[src/hw/rtl/t8cx_pkg.sv]
// shared types, codes and helper functions for the 8-bit execute unit
`timescale 1ns / 1ps

package t8cx_pkg;

  typedef enum logic [4:0] {
    OP_MOV   = 5'd0,
    OP_LOAD  = 5'd1,
    OP_STORE = 5'd2,
    OP_ADD   = 5'd3,
    OP_SUB   = 5'd4,
    OP_ZERO  = 5'd5,
    OP_JMP   = 5'd6,
    OP_SHL   = 5'd7,
    OP_SHR   = 5'd8,
    OP_ROL   = 5'd9,
    OP_ROR   = 5'd10,
    OP_NEG   = 5'd11,
    OP_AND   = 5'd12,
    OP_OR    = 5'd13,
    OP_CMP   = 5'd14,
    OP_END   = 5'd15
  } op_t;

  typedef enum logic [1:0] {
    ST_RUN     = 2'd0,
    ST_END     = 2'd1,
    ST_ILLEGAL = 2'd2,
    ST_PAST    = 2'd3
  } status_t;

  // which register an instruction writes
  typedef enum logic [1:0] {
    DST_NONE = 2'd0,
    DST_A    = 2'd1,
    DST_B    = 2'd2,
    DST_R0   = 2'd3
  } dst_t;

  typedef struct packed {
    logic [8:0] pc;
    logic       zero;
    status_t    halt;
  } mach_state_t;

  typedef struct packed {
    logic [8:0] next_pc;
    logic [7:0] wv;
    logic       zero;
    status_t    status;
    logic       pc_we;
    logic       mem_we;
    dst_t       dst;
  } exec_res_t;

  // remainder by nine through five restoring steps
  function automatic logic [3:0] mod9(input logic [7:0] v);
    logic [8:0] r;
    r = {1'b0, v};
    for (int k = 4; k >= 0; k--) begin
      if (r >= 9'(9 << k)) begin
        r = r - 9'(9 << k);
      end
    end
    return r[3:0];
  endfunction

  function automatic logic [7:0] rotl8(input logic [7:0] v, input logic [2:0] k);
    logic [15:0] w;
    w = {v, v} << k;
    return w[15:8];
  endfunction

endpackage

[src/hw/rtl/t8cx_regfile.sv]
// register file: two registered read ports, one write port, cleared by valid bits
`timescale 1ns / 1ps

module t8cx_regfile #(
  parameter int NUM_REGS = 8,
  parameter int AW = $clog2(NUM_REGS)
) (
  input  logic          clk,
  input  logic          rst,
  input  logic          re,
  input  logic [AW-1:0] ra_addr,
  input  logic [AW-1:0] rb_addr,
  input  logic          we,
  input  logic [AW-1:0] wa,
  input  logic [7:0]    wd,
  output logic [7:0]    ra_data,
  output logic [7:0]    rb_data
);

  logic [7:0]          mem [NUM_REGS];
  logic [NUM_REGS-1:0] vld;
  logic [7:0]          qa, qb, byp_data;
  logic                oka, okb, bypa, bypb;

  always_ff @(posedge clk) begin
    if (we) begin
      mem[wa] <= wd;
    end
  end

  always_ff @(posedge clk) begin
    if (rst) begin
      vld <= '0;
    end else if (we) begin
      vld[wa] <= 1'b1;
    end
  end

  // read data plus a bypass of a write landing on the same edge
  always_ff @(posedge clk) begin
    if (re) begin
      qa       <= mem[ra_addr];
      qb       <= mem[rb_addr];
      oka      <= vld[ra_addr];
      okb      <= vld[rb_addr];
      bypa     <= we && (wa == ra_addr);
      bypb     <= we && (wa == rb_addr);
      byp_data <= wd;
    end
  end

  assign ra_data = bypa ? byp_data : (oka ? qa : 8'd0);
  assign rb_data = bypb ? byp_data : (okb ? qb : 8'd0);

endmodule

[src/hw/rtl/t8cx_dmem.sv]
// data memory: one registered read port, one write port, cleared by valid bits
`timescale 1ns / 1ps

module t8cx_dmem #(
  parameter int MEM_DEPTH = 256,
  parameter int AW = $clog2(MEM_DEPTH)
) (
  input  logic          clk,
  input  logic          rst,
  input  logic          re,
  input  logic [AW-1:0] ra,
  input  logic          we,
  input  logic [AW-1:0] wa,
  input  logic [7:0]    wd,
  output logic [7:0]    rd
);

  logic [7:0]           mem [MEM_DEPTH];
  logic [MEM_DEPTH-1:0] vld;
  logic [7:0]           q, byp_data;
  logic                 ok, byp;

  always_ff @(posedge clk) begin
    if (we) begin
      mem[wa] <= wd;
    end
  end

  always_ff @(posedge clk) begin
    if (rst) begin
      vld <= '0;
    end else if (we) begin
      vld[wa] <= 1'b1;
    end
  end

  always_ff @(posedge clk) begin
    if (re) begin
      q        <= mem[ra];
      ok       <= vld[ra];
      byp      <= we && (wa == ra);
      byp_data <= wd;
    end
  end

  assign rd = byp ? byp_data : (ok ? q : 8'd0);

endmodule

[src/hw/rtl/t8cx_alu.sv]
// instruction execute logic: result value, destination, flag, pc and status
`timescale 1ns / 1ps

module t8cx_alu (
  input  logic [4:0]           func,
  input  logic [7:0]           ra,
  input  logic [7:0]           rb,
  input  logic [7:0]           md,
  input  logic [8:0]           plen,
  input  t8cx_pkg::mach_state_t state,
  output t8cx_pkg::exec_res_t   res
);

  import t8cx_pkg::*;

  status_t    st;
  logic       exec;
  logic [8:0] nxt;
  logic [3:0] rot;

  always_comb begin
    rot        = mod9(ra);
    st         = state.halt;
    exec       = 1'b0;
    nxt        = state.pc;
    res.wv     = 8'd0;
    res.zero   = state.zero;
    res.dst    = DST_NONE;
    res.mem_we = 1'b0;
    if (st == ST_RUN && state.pc >= plen) begin
      st = ST_PAST;
    end
    if (st == ST_RUN) begin
      exec = 1'b1;
      nxt  = state.pc + 9'd1;
      unique case (func)
        OP_MOV:   begin res.wv = rb; res.dst = DST_A; end
        OP_LOAD:  begin res.wv = md; res.dst = DST_R0; end
        OP_STORE: begin res.wv = ra; res.mem_we = 1'b1; end
        OP_ADD:   begin res.wv = ra + rb; res.dst = DST_B; end
        OP_SUB:   begin res.wv = rb - ra; res.dst = DST_B; end
        OP_ZERO:  begin res.wv = 8'd0; res.dst = DST_A; end
        OP_JMP: begin
          if (state.zero) begin
            nxt = {1'b0, ra} + 9'd1;
          end
          res.zero = 1'b0;
        end
        OP_SHL: begin
          res.wv  = (ra >= 8'd8) ? 8'd0 : 8'(rb << ra[2:0]);
          res.dst = DST_B;
        end
        OP_SHR: begin
          res.wv  = (ra >= 8'd8) ? 8'd0 : (rb >> ra[2:0]);
          res.dst = DST_B;
        end
        OP_ROL:   begin res.wv = rotl8(rb, rot[2:0]); res.dst = DST_B; end
        OP_ROR: begin
          res.wv  = rotl8(rb, 3'(4'd8 - rot));
          res.dst = DST_B;
        end
        OP_NEG:   begin res.wv = 8'd255 - ra; res.dst = DST_A; end
        OP_AND:   begin res.wv = ra & rb; res.dst = DST_R0; end
        OP_OR:    begin res.wv = ra | rb; res.dst = DST_R0; end
        OP_CMP: begin
          if (ra == rb) begin
            res.zero = 1'b1;
          end
        end
        OP_END:   begin st = ST_END; exec = 1'b0; end
        default:  begin st = ST_ILLEGAL; exec = 1'b0; end
      endcase
      if (exec) begin
        if (nxt >= plen) begin
          st = ST_PAST;
        end
      end else begin
        nxt = state.pc;
      end
    end
    res.next_pc = nxt;
    res.status  = st;
    res.pc_we   = exec;
  end

endmodule

[src/hw/rtl/toy_8bit_cpu_execute_unit.sv]
// top level of the 8-bit execute unit: read stage, execute stage, output register
`timescale 1ns / 1ps

//  channel   dir  handshake            payload
//  s_*       in   s_tvalid/s_tready    func, operand_a, operand_b
//  m_*       out  m_tvalid/m_tready    next_pc, written_value, zero_flag, status
//  cfg_*     in   cfg_we               program_length
//
//  accept to result: the register file and data memory read ports (registered),
//  then execute and write-back into the output register
//  one item per cycle while unstalled; a write in the execute stage is bypassed into
//  the read issued on the same edge, so dependent items follow back to back
//  rst is synchronous; the valid bits of both memories clear at once, no sweep
//  a held output stalls the execute stage, which in turn drops s_tready

module toy_8bit_cpu_execute_unit #(
  parameter int NUM_REGS  = 8,
  parameter int MEM_DEPTH = 256
) (
  input  logic        clk,
  input  logic        rst,
  input  logic        s_tvalid,
  output logic        s_tready,
  input  logic [15:0] s_tdata,   // func[4:0], operand_a[12:5], operand_b[15:13]
  output logic        m_tvalid,
  input  logic        m_tready,
  output logic [23:0] m_tdata,   // next_pc[8:0], written_value[16:9], zero_flag[17],
                                 // status[19:18], zero fill[23:20]
  input  logic        cfg_we,
  input  logic [8:0]  cfg_wdata  // program_length
);

  import t8cx_pkg::*;

  localparam int RW = $clog2(NUM_REGS);
  localparam int AW = $clog2(MEM_DEPTH);

  // three-bit index modulo the register count, restoring steps
  function automatic logic [RW-1:0] reg_idx(input logic [2:0] v);
    logic [4:0] r;
    r = {2'b00, v};
    for (int k = 2; k >= 0; k--) begin
      if (int'(r) >= (NUM_REGS << k)) begin
        r = r - 5'(NUM_REGS << k);
      end
    end
    return r[RW-1:0];
  endfunction

  // byte address modulo the memory depth
  function automatic logic [AW-1:0] mem_idx(input logic [7:0] v);
    logic [8:0] r;
    r = {1'b0, v};
    for (int k = 4; k >= 0; k--) begin
      if (int'(r) >= (MEM_DEPTH << k)) begin
        r = r - 9'(MEM_DEPTH << k);
      end
    end
    return r[AW-1:0];
  endfunction

  // input fields
  logic [4:0] in_func;
  logic [7:0] in_a;
  logic [2:0] in_b;
  logic       accept;

  // execute stage
  logic          s1_valid;
  logic [4:0]    s1_func;
  logic [RW-1:0] s1_ia, s1_ib;
  logic [AW-1:0] s1_addr;
  logic          fire;

  // architectural state outside the memories
  logic [8:0] pc;
  logic       zero;
  status_t    halt;
  logic [8:0] plen;

  // memory ports
  logic [RW-1:0] rd_a_idx, rd_b_idx, rf_wa;
  logic          rf_we, dm_we;
  logic [7:0]    ra_data, rb_data, md_data;

  mach_state_t state;
  exec_res_t   res;

  assign in_func = s_tdata[4:0];
  assign in_a    = s_tdata[12:5];
  assign in_b    = s_tdata[15:13];

  // execute stage frees up when the output register can take its result
  assign fire     = s1_valid && (!m_tvalid || m_tready);
  assign s_tready = !s1_valid || fire;
  assign accept   = s_tvalid && s_tready;

  // store reads r0 through port a; operand_a is then the address
  assign rd_a_idx = (in_func == OP_STORE) ? '0 : reg_idx(in_a[2:0]);
  assign rd_b_idx = reg_idx(in_b);

  always_ff @(posedge clk) begin
    if (rst) begin
      s1_valid <= 1'b0;
    end else if (accept) begin
      s1_valid <= 1'b1;
    end else if (fire) begin
      s1_valid <= 1'b0;
    end
  end

  always_ff @(posedge clk) begin
    if (accept) begin
      s1_func <= in_func;
      s1_ia   <= reg_idx(in_a[2:0]);
      s1_ib   <= rd_b_idx;
      s1_addr <= mem_idx(in_a);
    end
  end

  t8cx_regfile #(
    .NUM_REGS (NUM_REGS),
    .AW       (RW)
  ) u_regfile (
    .clk     (clk),
    .rst     (rst),
    .re      (accept),
    .ra_addr (rd_a_idx),
    .rb_addr (rd_b_idx),
    .we      (rf_we),
    .wa      (rf_wa),
    .wd      (res.wv),
    .ra_data (ra_data),
    .rb_data (rb_data)
  );

  t8cx_dmem #(
    .MEM_DEPTH (MEM_DEPTH),
    .AW        (AW)
  ) u_dmem (
    .clk (clk),
    .rst (rst),
    .re  (accept),
    .ra  (mem_idx(in_a)),
    .we  (dm_we),
    .wa  (s1_addr),
    .wd  (res.wv),
    .rd  (md_data)
  );

  assign state.pc   = pc;
  assign state.zero = zero;
  assign state.halt = halt;

  t8cx_alu u_alu (
    .func  (s1_func),
    .ra    (ra_data),
    .rb    (rb_data),
    .md    (md_data),
    .plen  (plen),
    .state (state),
    .res   (res)
  );

  // write-back of the executing item
  assign rf_we = fire && (res.dst != DST_NONE);
  assign dm_we = fire && res.mem_we;

  always_comb begin
    case (res.dst)
      DST_A:   rf_wa = s1_ia;
      DST_B:   rf_wa = s1_ib;
      default: rf_wa = '0;
    endcase
  end

  always_ff @(posedge clk) begin
    if (rst) begin
      pc   <= 9'd0;
      zero <= 1'b0;
      halt <= ST_RUN;
    end else if (fire) begin
      zero <= res.zero;
      halt <= res.status;
      if (res.pc_we) begin
        pc <= res.next_pc;
      end
    end
  end

  // program length; the user must write it only while idle, the block does not enforce this
  always_ff @(posedge clk) begin
    if (rst) begin
      plen <= 9'd0;
    end else if (cfg_we) begin
      plen <= cfg_wdata;
    end
  end

  // output register
  always_ff @(posedge clk) begin
    if (rst) begin
      m_tvalid <= 1'b0;
    end else if (fire) begin
      m_tvalid <= 1'b1;
    end else if (m_tready) begin
      m_tvalid <= 1'b0;
    end
  end

  always_ff @(posedge clk) begin
    if (fire) begin
      m_tdata <= {4'd0, res.status, res.zero, res.wv, res.next_pc};
    end
  end

  // a halted machine stays halted with the same status
  a_halt_holds: assert property (@(posedge clk) disable iff (rst)
    (halt != ST_RUN) |=> (halt == $past(halt)))
    else $error("halt status changed after halting");

  // no register or memory write once halted
  a_no_write_halted: assert property (@(posedge clk) disable iff (rst)
    (rf_we || dm_we) |-> (halt == ST_RUN))
    else $error("write while halted");

  // an executing item is kept while the output register is blocked
  a_s1_kept: assert property (@(posedge clk) disable iff (rst)
    (s1_valid && m_tvalid && !m_tready) |=> s1_valid)
    else $error("execute stage item lost under stall");

endmodule
[config.mk]
export PLATFORM = sky130hd
export DESIGN_NAME = toy_8bit_cpu_execute_unit
export DESIGN_NICKNAME = d
export VERILOG_FILES = /design/src/hw/rtl/t8cx_pkg.sv /design/src/hw/rtl/t8cx_regfile.sv /design/src/hw/rtl/t8cx_dmem.sv /design/src/hw/rtl/t8cx_alu.sv /design/src/hw/rtl/toy_8bit_cpu_execute_unit.sv
export SDC_FILE = /design/constraint.sdc
export NUM_CORES = 2
export LEC_CHECK = 0
export ABC_AREA = 1
export ABC_CLOCK_PERIOD_IN_PS = 18600
export BUFFER_PORTS_ARGS = -buffer_cell sky130_fd_sc_hd__clkbuf_2
export CAP_MARGIN = 20
export CELL_PAD_IN_SITES_DETAIL_PLACEMENT = 1
export CELL_PAD_IN_SITES_GLOBAL_PLACEMENT = 1
export CORE_UTILIZATION = 35
export DETAILED_ROUTE_END_ITERATION = 6
export PLACE_DENSITY_LB_ADDON = 0.1
export SETUP_SLACK_MARGIN = 0.3
export SLEW_MARGIN = 10
export SYNTH_ARGS = -nofsm -noshare
export SYNTH_HDL_FRONTEND = slang
export SYNTH_SLANG_ARGS = --single-unit
[constraint.sdc]
create_clock -name clk -period 18.6 [get_ports clk]
set_clock_uncertainty 0.15 [all_clocks]
set_input_delay 1.86 -clock clk [delete_from_list [all_inputs] [get_ports clk]]
set_output_delay 1.86 -clock clk [all_outputs]
set_load 0.005 [all_outputs]
Word level (Yosys, flattened, before mapping):

Memory sizes are Yosys's and may differ from the RTL's. A register that Yosys moved wholly into a read port is not among the register bits.
Cells that the tools add are included.

* equality and inequality tests: 22
* $lt $le $gt $ge: 15
* multiplexer cells: 53
* reduce and logical (&&, ||, !) cells: 25
* shift operators: 4
* bitwise operators: 4
* add/subtract/negate cells: 11

Operator list (count)
* OR 256 bit: 1
* case mux 8 bit (12 select lines): 1
* two-way mux 9 bit: 10
* two-way mux 8 bit: 8
* == test 5 x 4 -> 1 bit, second input constant: 8
* left shift 16 x 3 -> 16 bit: 2
* == test 5 x 3 -> 1 bit, second input constant: 4
* >= comparator 9 bit: 2
* less-than comparator 8 x 9 -> 1 bit, second input constant: 2
* two-way mux 1 bit: 18
* == test 8 bit: 2
* OR 8 bit: 2
* == test 5 x 2 -> 1 bit, second input constant: 3
* OR reduction 15 bit: 1
* less-than comparator 3 x 4 -> 1 bit, second input constant: 3
* logical AND 1 bit: 10
* adder 8 x 1 -> 9 bit, second input constant: 1
* adder 9 x 1 -> 9 bit, second input constant: 1
* >= comparator 9 x 4 -> 1 bit, second input constant: 1
* >= comparator 9 x 5 -> 1 bit, second input constant: 1
* >= comparator 9 x 6 -> 1 bit, second input constant: 1
* >= comparator 9 x 7 -> 1 bit, second input constant: 1
* two-way mux 3 bit: 3
* subtractor 8 x 8 -> 9 bit, second input constant: 1
* other kinds (36): 47

* bits in registers: 340
* input bits: 30
* output and inout bits: 26
* memories: 2
* RAM bits: 2112

Memories
* u_dmem.mem: depth 256, bits a word 8, read ports 1, clocked after memory_dff 1, wr ports 1, RTL line t8cx_dmem.sv:18 `logic [7:0] mem [MEM_DEPTH];`
* u_regfile.mem: depth 8, bits a word 8, read ports 2, clocked after memory_dff 2, wr ports 1, RTL line t8cx_regfile.sv:20 `logic [7:0] mem [NUM_REGS];`

Depth between registers and ports, before layout:

* depth after elaboration: 16
* mapped depth: 45
* mapped depth without buffers: 44

Hierarchy:

Synthesis repeated with hierarchy kept, for this count alone.

* cells, all modules: 10032
* area, all modules: 105043.2 µm²

Modules (own cells, without submodules)
* t8cx_dmem: cells each 8441, sequential area each 67164.4 µm², times used 1, area an instance 93404.6 µm²
* t8cx_regfile: cells each 606, sequential area each 2922.8 µm², times used 1, area an instance 5039.8 µm²
* t8cx_alu: cells each 775, sequential area each 0.0 µm², times used 1, area an instance 4375.4 µm²
* toy_8bit_cpu_execute_unit: cells each 210, sequential area each 1541.5 µm², times used 1, area an instance 2223.4 µm²

Worst setup path after synthesis:

No wires, ideal clock.

* path type: flip-flop to flip-flop
* from: register u_regfile.bypa
* to: register m_tdata[14], data pin
* arrival time: 12111 ps
* cell stages (with the launch flop): 36
* data required time: 16824 ps
* setup slack: 4713 ps
* buffers on the path: 2
* cell sequence: edfxtp_1 -> buf_6 -> a22oi_1 -> ha_1 -> nand2_1 -> nor2_1 -> nand3_4 -> nand3_4 -> nand2_1 -> nand2_2 -> ha_1 -> and3_1 -> nand3_2 -> nand3_4 -> xor2_1 -> ha_1 -> nand3_2 -> a21oi_2 -> nand2_2 -> nand2_1 -> nand2_2 -> ha_1 -> nor2_1 -> nand3_2 -> nand2_4 -> nand2_4 -> nand2_4 -> nand3_4 -> nand2_4 -> nand2_4 -> buf_6 -> nand2_1 -> nand2_1 -> nand2_1 -> nand3_1 -> a21oi_1

RTL lines
* start: declaration: RTL line t8cx_regfile.sv:23 `logic oka, okb, bypa, bypb;`
* start signal: assignment: RTL line t8cx_regfile.sv:46 `bypa <= we && (wa == ra_addr);`
* end signal: assignment: RTL line toy_8bit_cpu_execute_unit.sv:213 `m_tdata <= {4'd0, res.status, res.zero, res.wv, res.next_pc};`
* end: declaration: RTL line toy_8bit_cpu_execute_unit.sv:27 `output logic [23:0] m_tdata,`

==> impl_metrics.tcl <==
set metrics [dict create \
    outcome "complete, no violations" \
    setup_violations 0 \
    syn_inst 8949 \
    drt_pass1_iterations 5 \
    route.detailed.drc 0 \
    dp_hpwl_um 209000 \
    hold_buffers 0 \
    finalSetupTns_ns 0 \
    relSlewSlack 0.0160 \
    dieArea_mm2 0.292 \
    critPathRequiredTime_ns 18.96 \
    vdd_drop_max_uv 66.0 \
    maxCapViolCount 0 \
    synth_seq_cells 2473 \
    slew_violations 0 \
    grt_pass1_wl_um 520000 \
    antenna_found_initial 23 \
    critPathMaxStageDelay_ns 0.95 \
    areaGrowthSynthToFinish_pct 13.5 \
    ys_types 60 \
    h-tree-depth 5 \
    syn_area_mm2 0.102 \
    critical_path_class "register to register" \
    rsz0062_at_grt "no" \
    die_y_um 541 \
    cellPowerDensity_mw_per_mm2 115 \
    cts_buffers 287 \
    avgSynthCellArea_um2 11.4 \
    cts_resized 0 \
    place.gp.congestion 0.833 \
    first_iter_violations 5900 \
    min_period_ns 9.17 \
    pin_count 56 \
    clock-sinks 2473 \
    cp_common_cell "nand3_2" \
    cts-root-buf "clkbuf_16" \
    vias_per_cell 5.57 \
    startpoint_type "register" \
    worstHoldPathType "register to register" \
    crit_fanout 170 \
    numPortBuffers 51 \
    grt_start_max_net_pins 206 \
    fin_nets 8962 \
    worst_pin_slew_ns 1.48 \
    p_leak_nw 37.5 \
    vias 71800 \
    holdWs_ns 0.310 \
    fin_crit_sh 0.493 \
    final_util 0.400 \
    initial_core_util 0.352 \
    fp.coreArea_mm2 0.288 \
    wl_per_cell_um 27.8 \
    regArea_mm2 0.0714 \
    routed_wl_um 359000 \
    fmax_mhz 109 \
    p_total_mw 13.3 \
    cts_tree "built" \
    drtAntennaViolNets 0 \
    grt_pass1_vias 72600 \
    crit_path_end_kind "register" \
    hold_viol_final 0 \
    ys_seq_area_frac 0.703 \
    fillers 30700 \
    cp_slowest_cell "buf_4" \
    clkLatencyLatePin_ns 0.92 \
    synth_edf_count 2186 \
    drive_above_1_share 0.0831 \
    cts_buffer_depth 4 \
    post_cts_buffers 0 \
    die_w_um 541 \
    clk_pin_slew_ns 0.06 \
    async_flop_share 0 \
    track_usage 0.240 \
    yosys_warnings 0 \
    synthFlopType "edfxtp_1" \
    rows 197 \
    multiInputGateArea_mm2 0.0272 \
    critPathArrivalTime_ns 9.53 \
    overflow 0 \
]
layer usage:
layer / wire [µm] / vias to the layer above / global-route usage
li1: - / 32300 / -
met1: 167000 / 37400 / 0.342
met2: 167000 / 1606 / 0.390
met3: 14600 / 476 / 0.0215
met4: 10000 / 2 / 0.0691
met5: 11 / - / 0
stage by stage:
| stage | worst slack (ns) | cell area (µm²) | instances |
|---|---|---|---|
| final | 9.43 | 115000 | 12900 |
| after global routing | 8.71 | 115000 | 12900 |
| after global placement | 9.29 | 106000 | 12300 |
| after CTS | 9.12 | 115000 | 12900 |
| after detailed placement | 9.16 | 106000 | 12300 |
| after floorplan | 4.71 | 102000 | 8952 |
registers in the layout, summed over array words and instances, names as in the netlist, 8 cells and up:
name,cells
u_dmem.byp_data,8
u_regfile.qb,8
u_dmem.vld,256
u_regfile.qa,8
u_dmem.q,8
u_dmem.mem,2048
u_regfile.vld,8
pc,9
u_regfile.mem,64
plen,9
m_tdata,20
power by group:
part	internal, mW	switching [mW]	leakage (nW)
sequential	6.27	0.0177	22.0
clock	3.17	2.34	4.45
combinational	0.318	1.14	11.0
final timing paths:
check | start | end | slack (ns) | depth (start not counted)
worst max-delay path | u_regfile.bypa$_DFFE_PP_ | u_dmem.mem[3][3]$_DFFE_PP_ | 9.43 | 34
worst min-delay path | u_dmem.vld[158]$_SDFFE_PP0P_ | u_dmem.vld[158]$_SDFFE_PP0P_ | 0.31 | 2
worst min register to register | u_dmem.vld[158]$_SDFFE_PP0P_ | u_dmem.vld[158]$_SDFFE_PP0P_ | 0.31 | 2
worst max register to register | u_regfile.bypa$_DFFE_PP_ | u_dmem.mem[3][3]$_DFFE_PP_ | 9.43 | 34
cell usage after synthesis, types with 13 or more instances:
master	n	area (µm²)
o21ai_0	1598	8000
ha_1	58	726
clkbuf_1	586	2200
buf_1	20	75.1
edfxtp_1	2186	65600
nor2_1	2537	9520
nor3_1	21	105
dfxtp_1	287	5750
nand3_1	101	505
nand2_1	262	983
o22ai_1	740	4630
nand2_2	16	100
o211ai_1	25	188
a21oi_1	78	390
o32ai_1	49	429
a31oi_1	27	169
inv_1	187	702
nand2_4	13	146
final cells by class:
class | instances | share of cell area
diodes | 3 | 0.0000651
clock buffers | 400 | 0.0695
clock inverters | 124 | 0.00917
inverters | 199 | 0.00670
multi-input cells | 5659 | 0.236
flip-flops and latches | 2473 | 0.619
well taps | 3781 | 0.0410
repair buffers | 252 | 0.0182
cells by family after synthesis:
logic type	count (synthesis)	synth area share
AOI/OAI and AO/OA	2577	0.141
xor gates and xnor gates	19	0.00164
adders and majority gates	60	0.00754
buffers and inverters	820	0.0308
DFF	2473	0.703
muxes	1	0.0000985
other	1	0.0000369
and+or+nand+nor	2998	0.116
worst max-delay path: cells and delay by family, from the launching register on:
family | cells | cell delay [ns]
AOI/OAI and AO/OA | 3 | 1.08
xor gates and xnor gates | 1 | 0.34
adders and majority gates | 4 | 0.95
buffers and inverters | 4 | 2.12
DFF | 1 | 0.76
and+or+nand+nor | 22 | 3.17
cells in the final DEF, fill, tap and decap left out, drive strengths merged, types with 79 or more instances in the layout:
cell type / synthesis / final
inv: 196 / 208
o22ai: 740 / 740
nor2: 2544 / 2544
nand3: 117 / 117
buf: 35 / 207
edfxtp: 2186 / 2186
clkbuf: 586 / 445
clkinv: 3 / 102
a21oi: 79 / 79
dfxtp: 287 / 287
nand2: 291 / 291
o21ai: 1602 / 1602
Note: power is estimated with default switching activity, not from simulation.
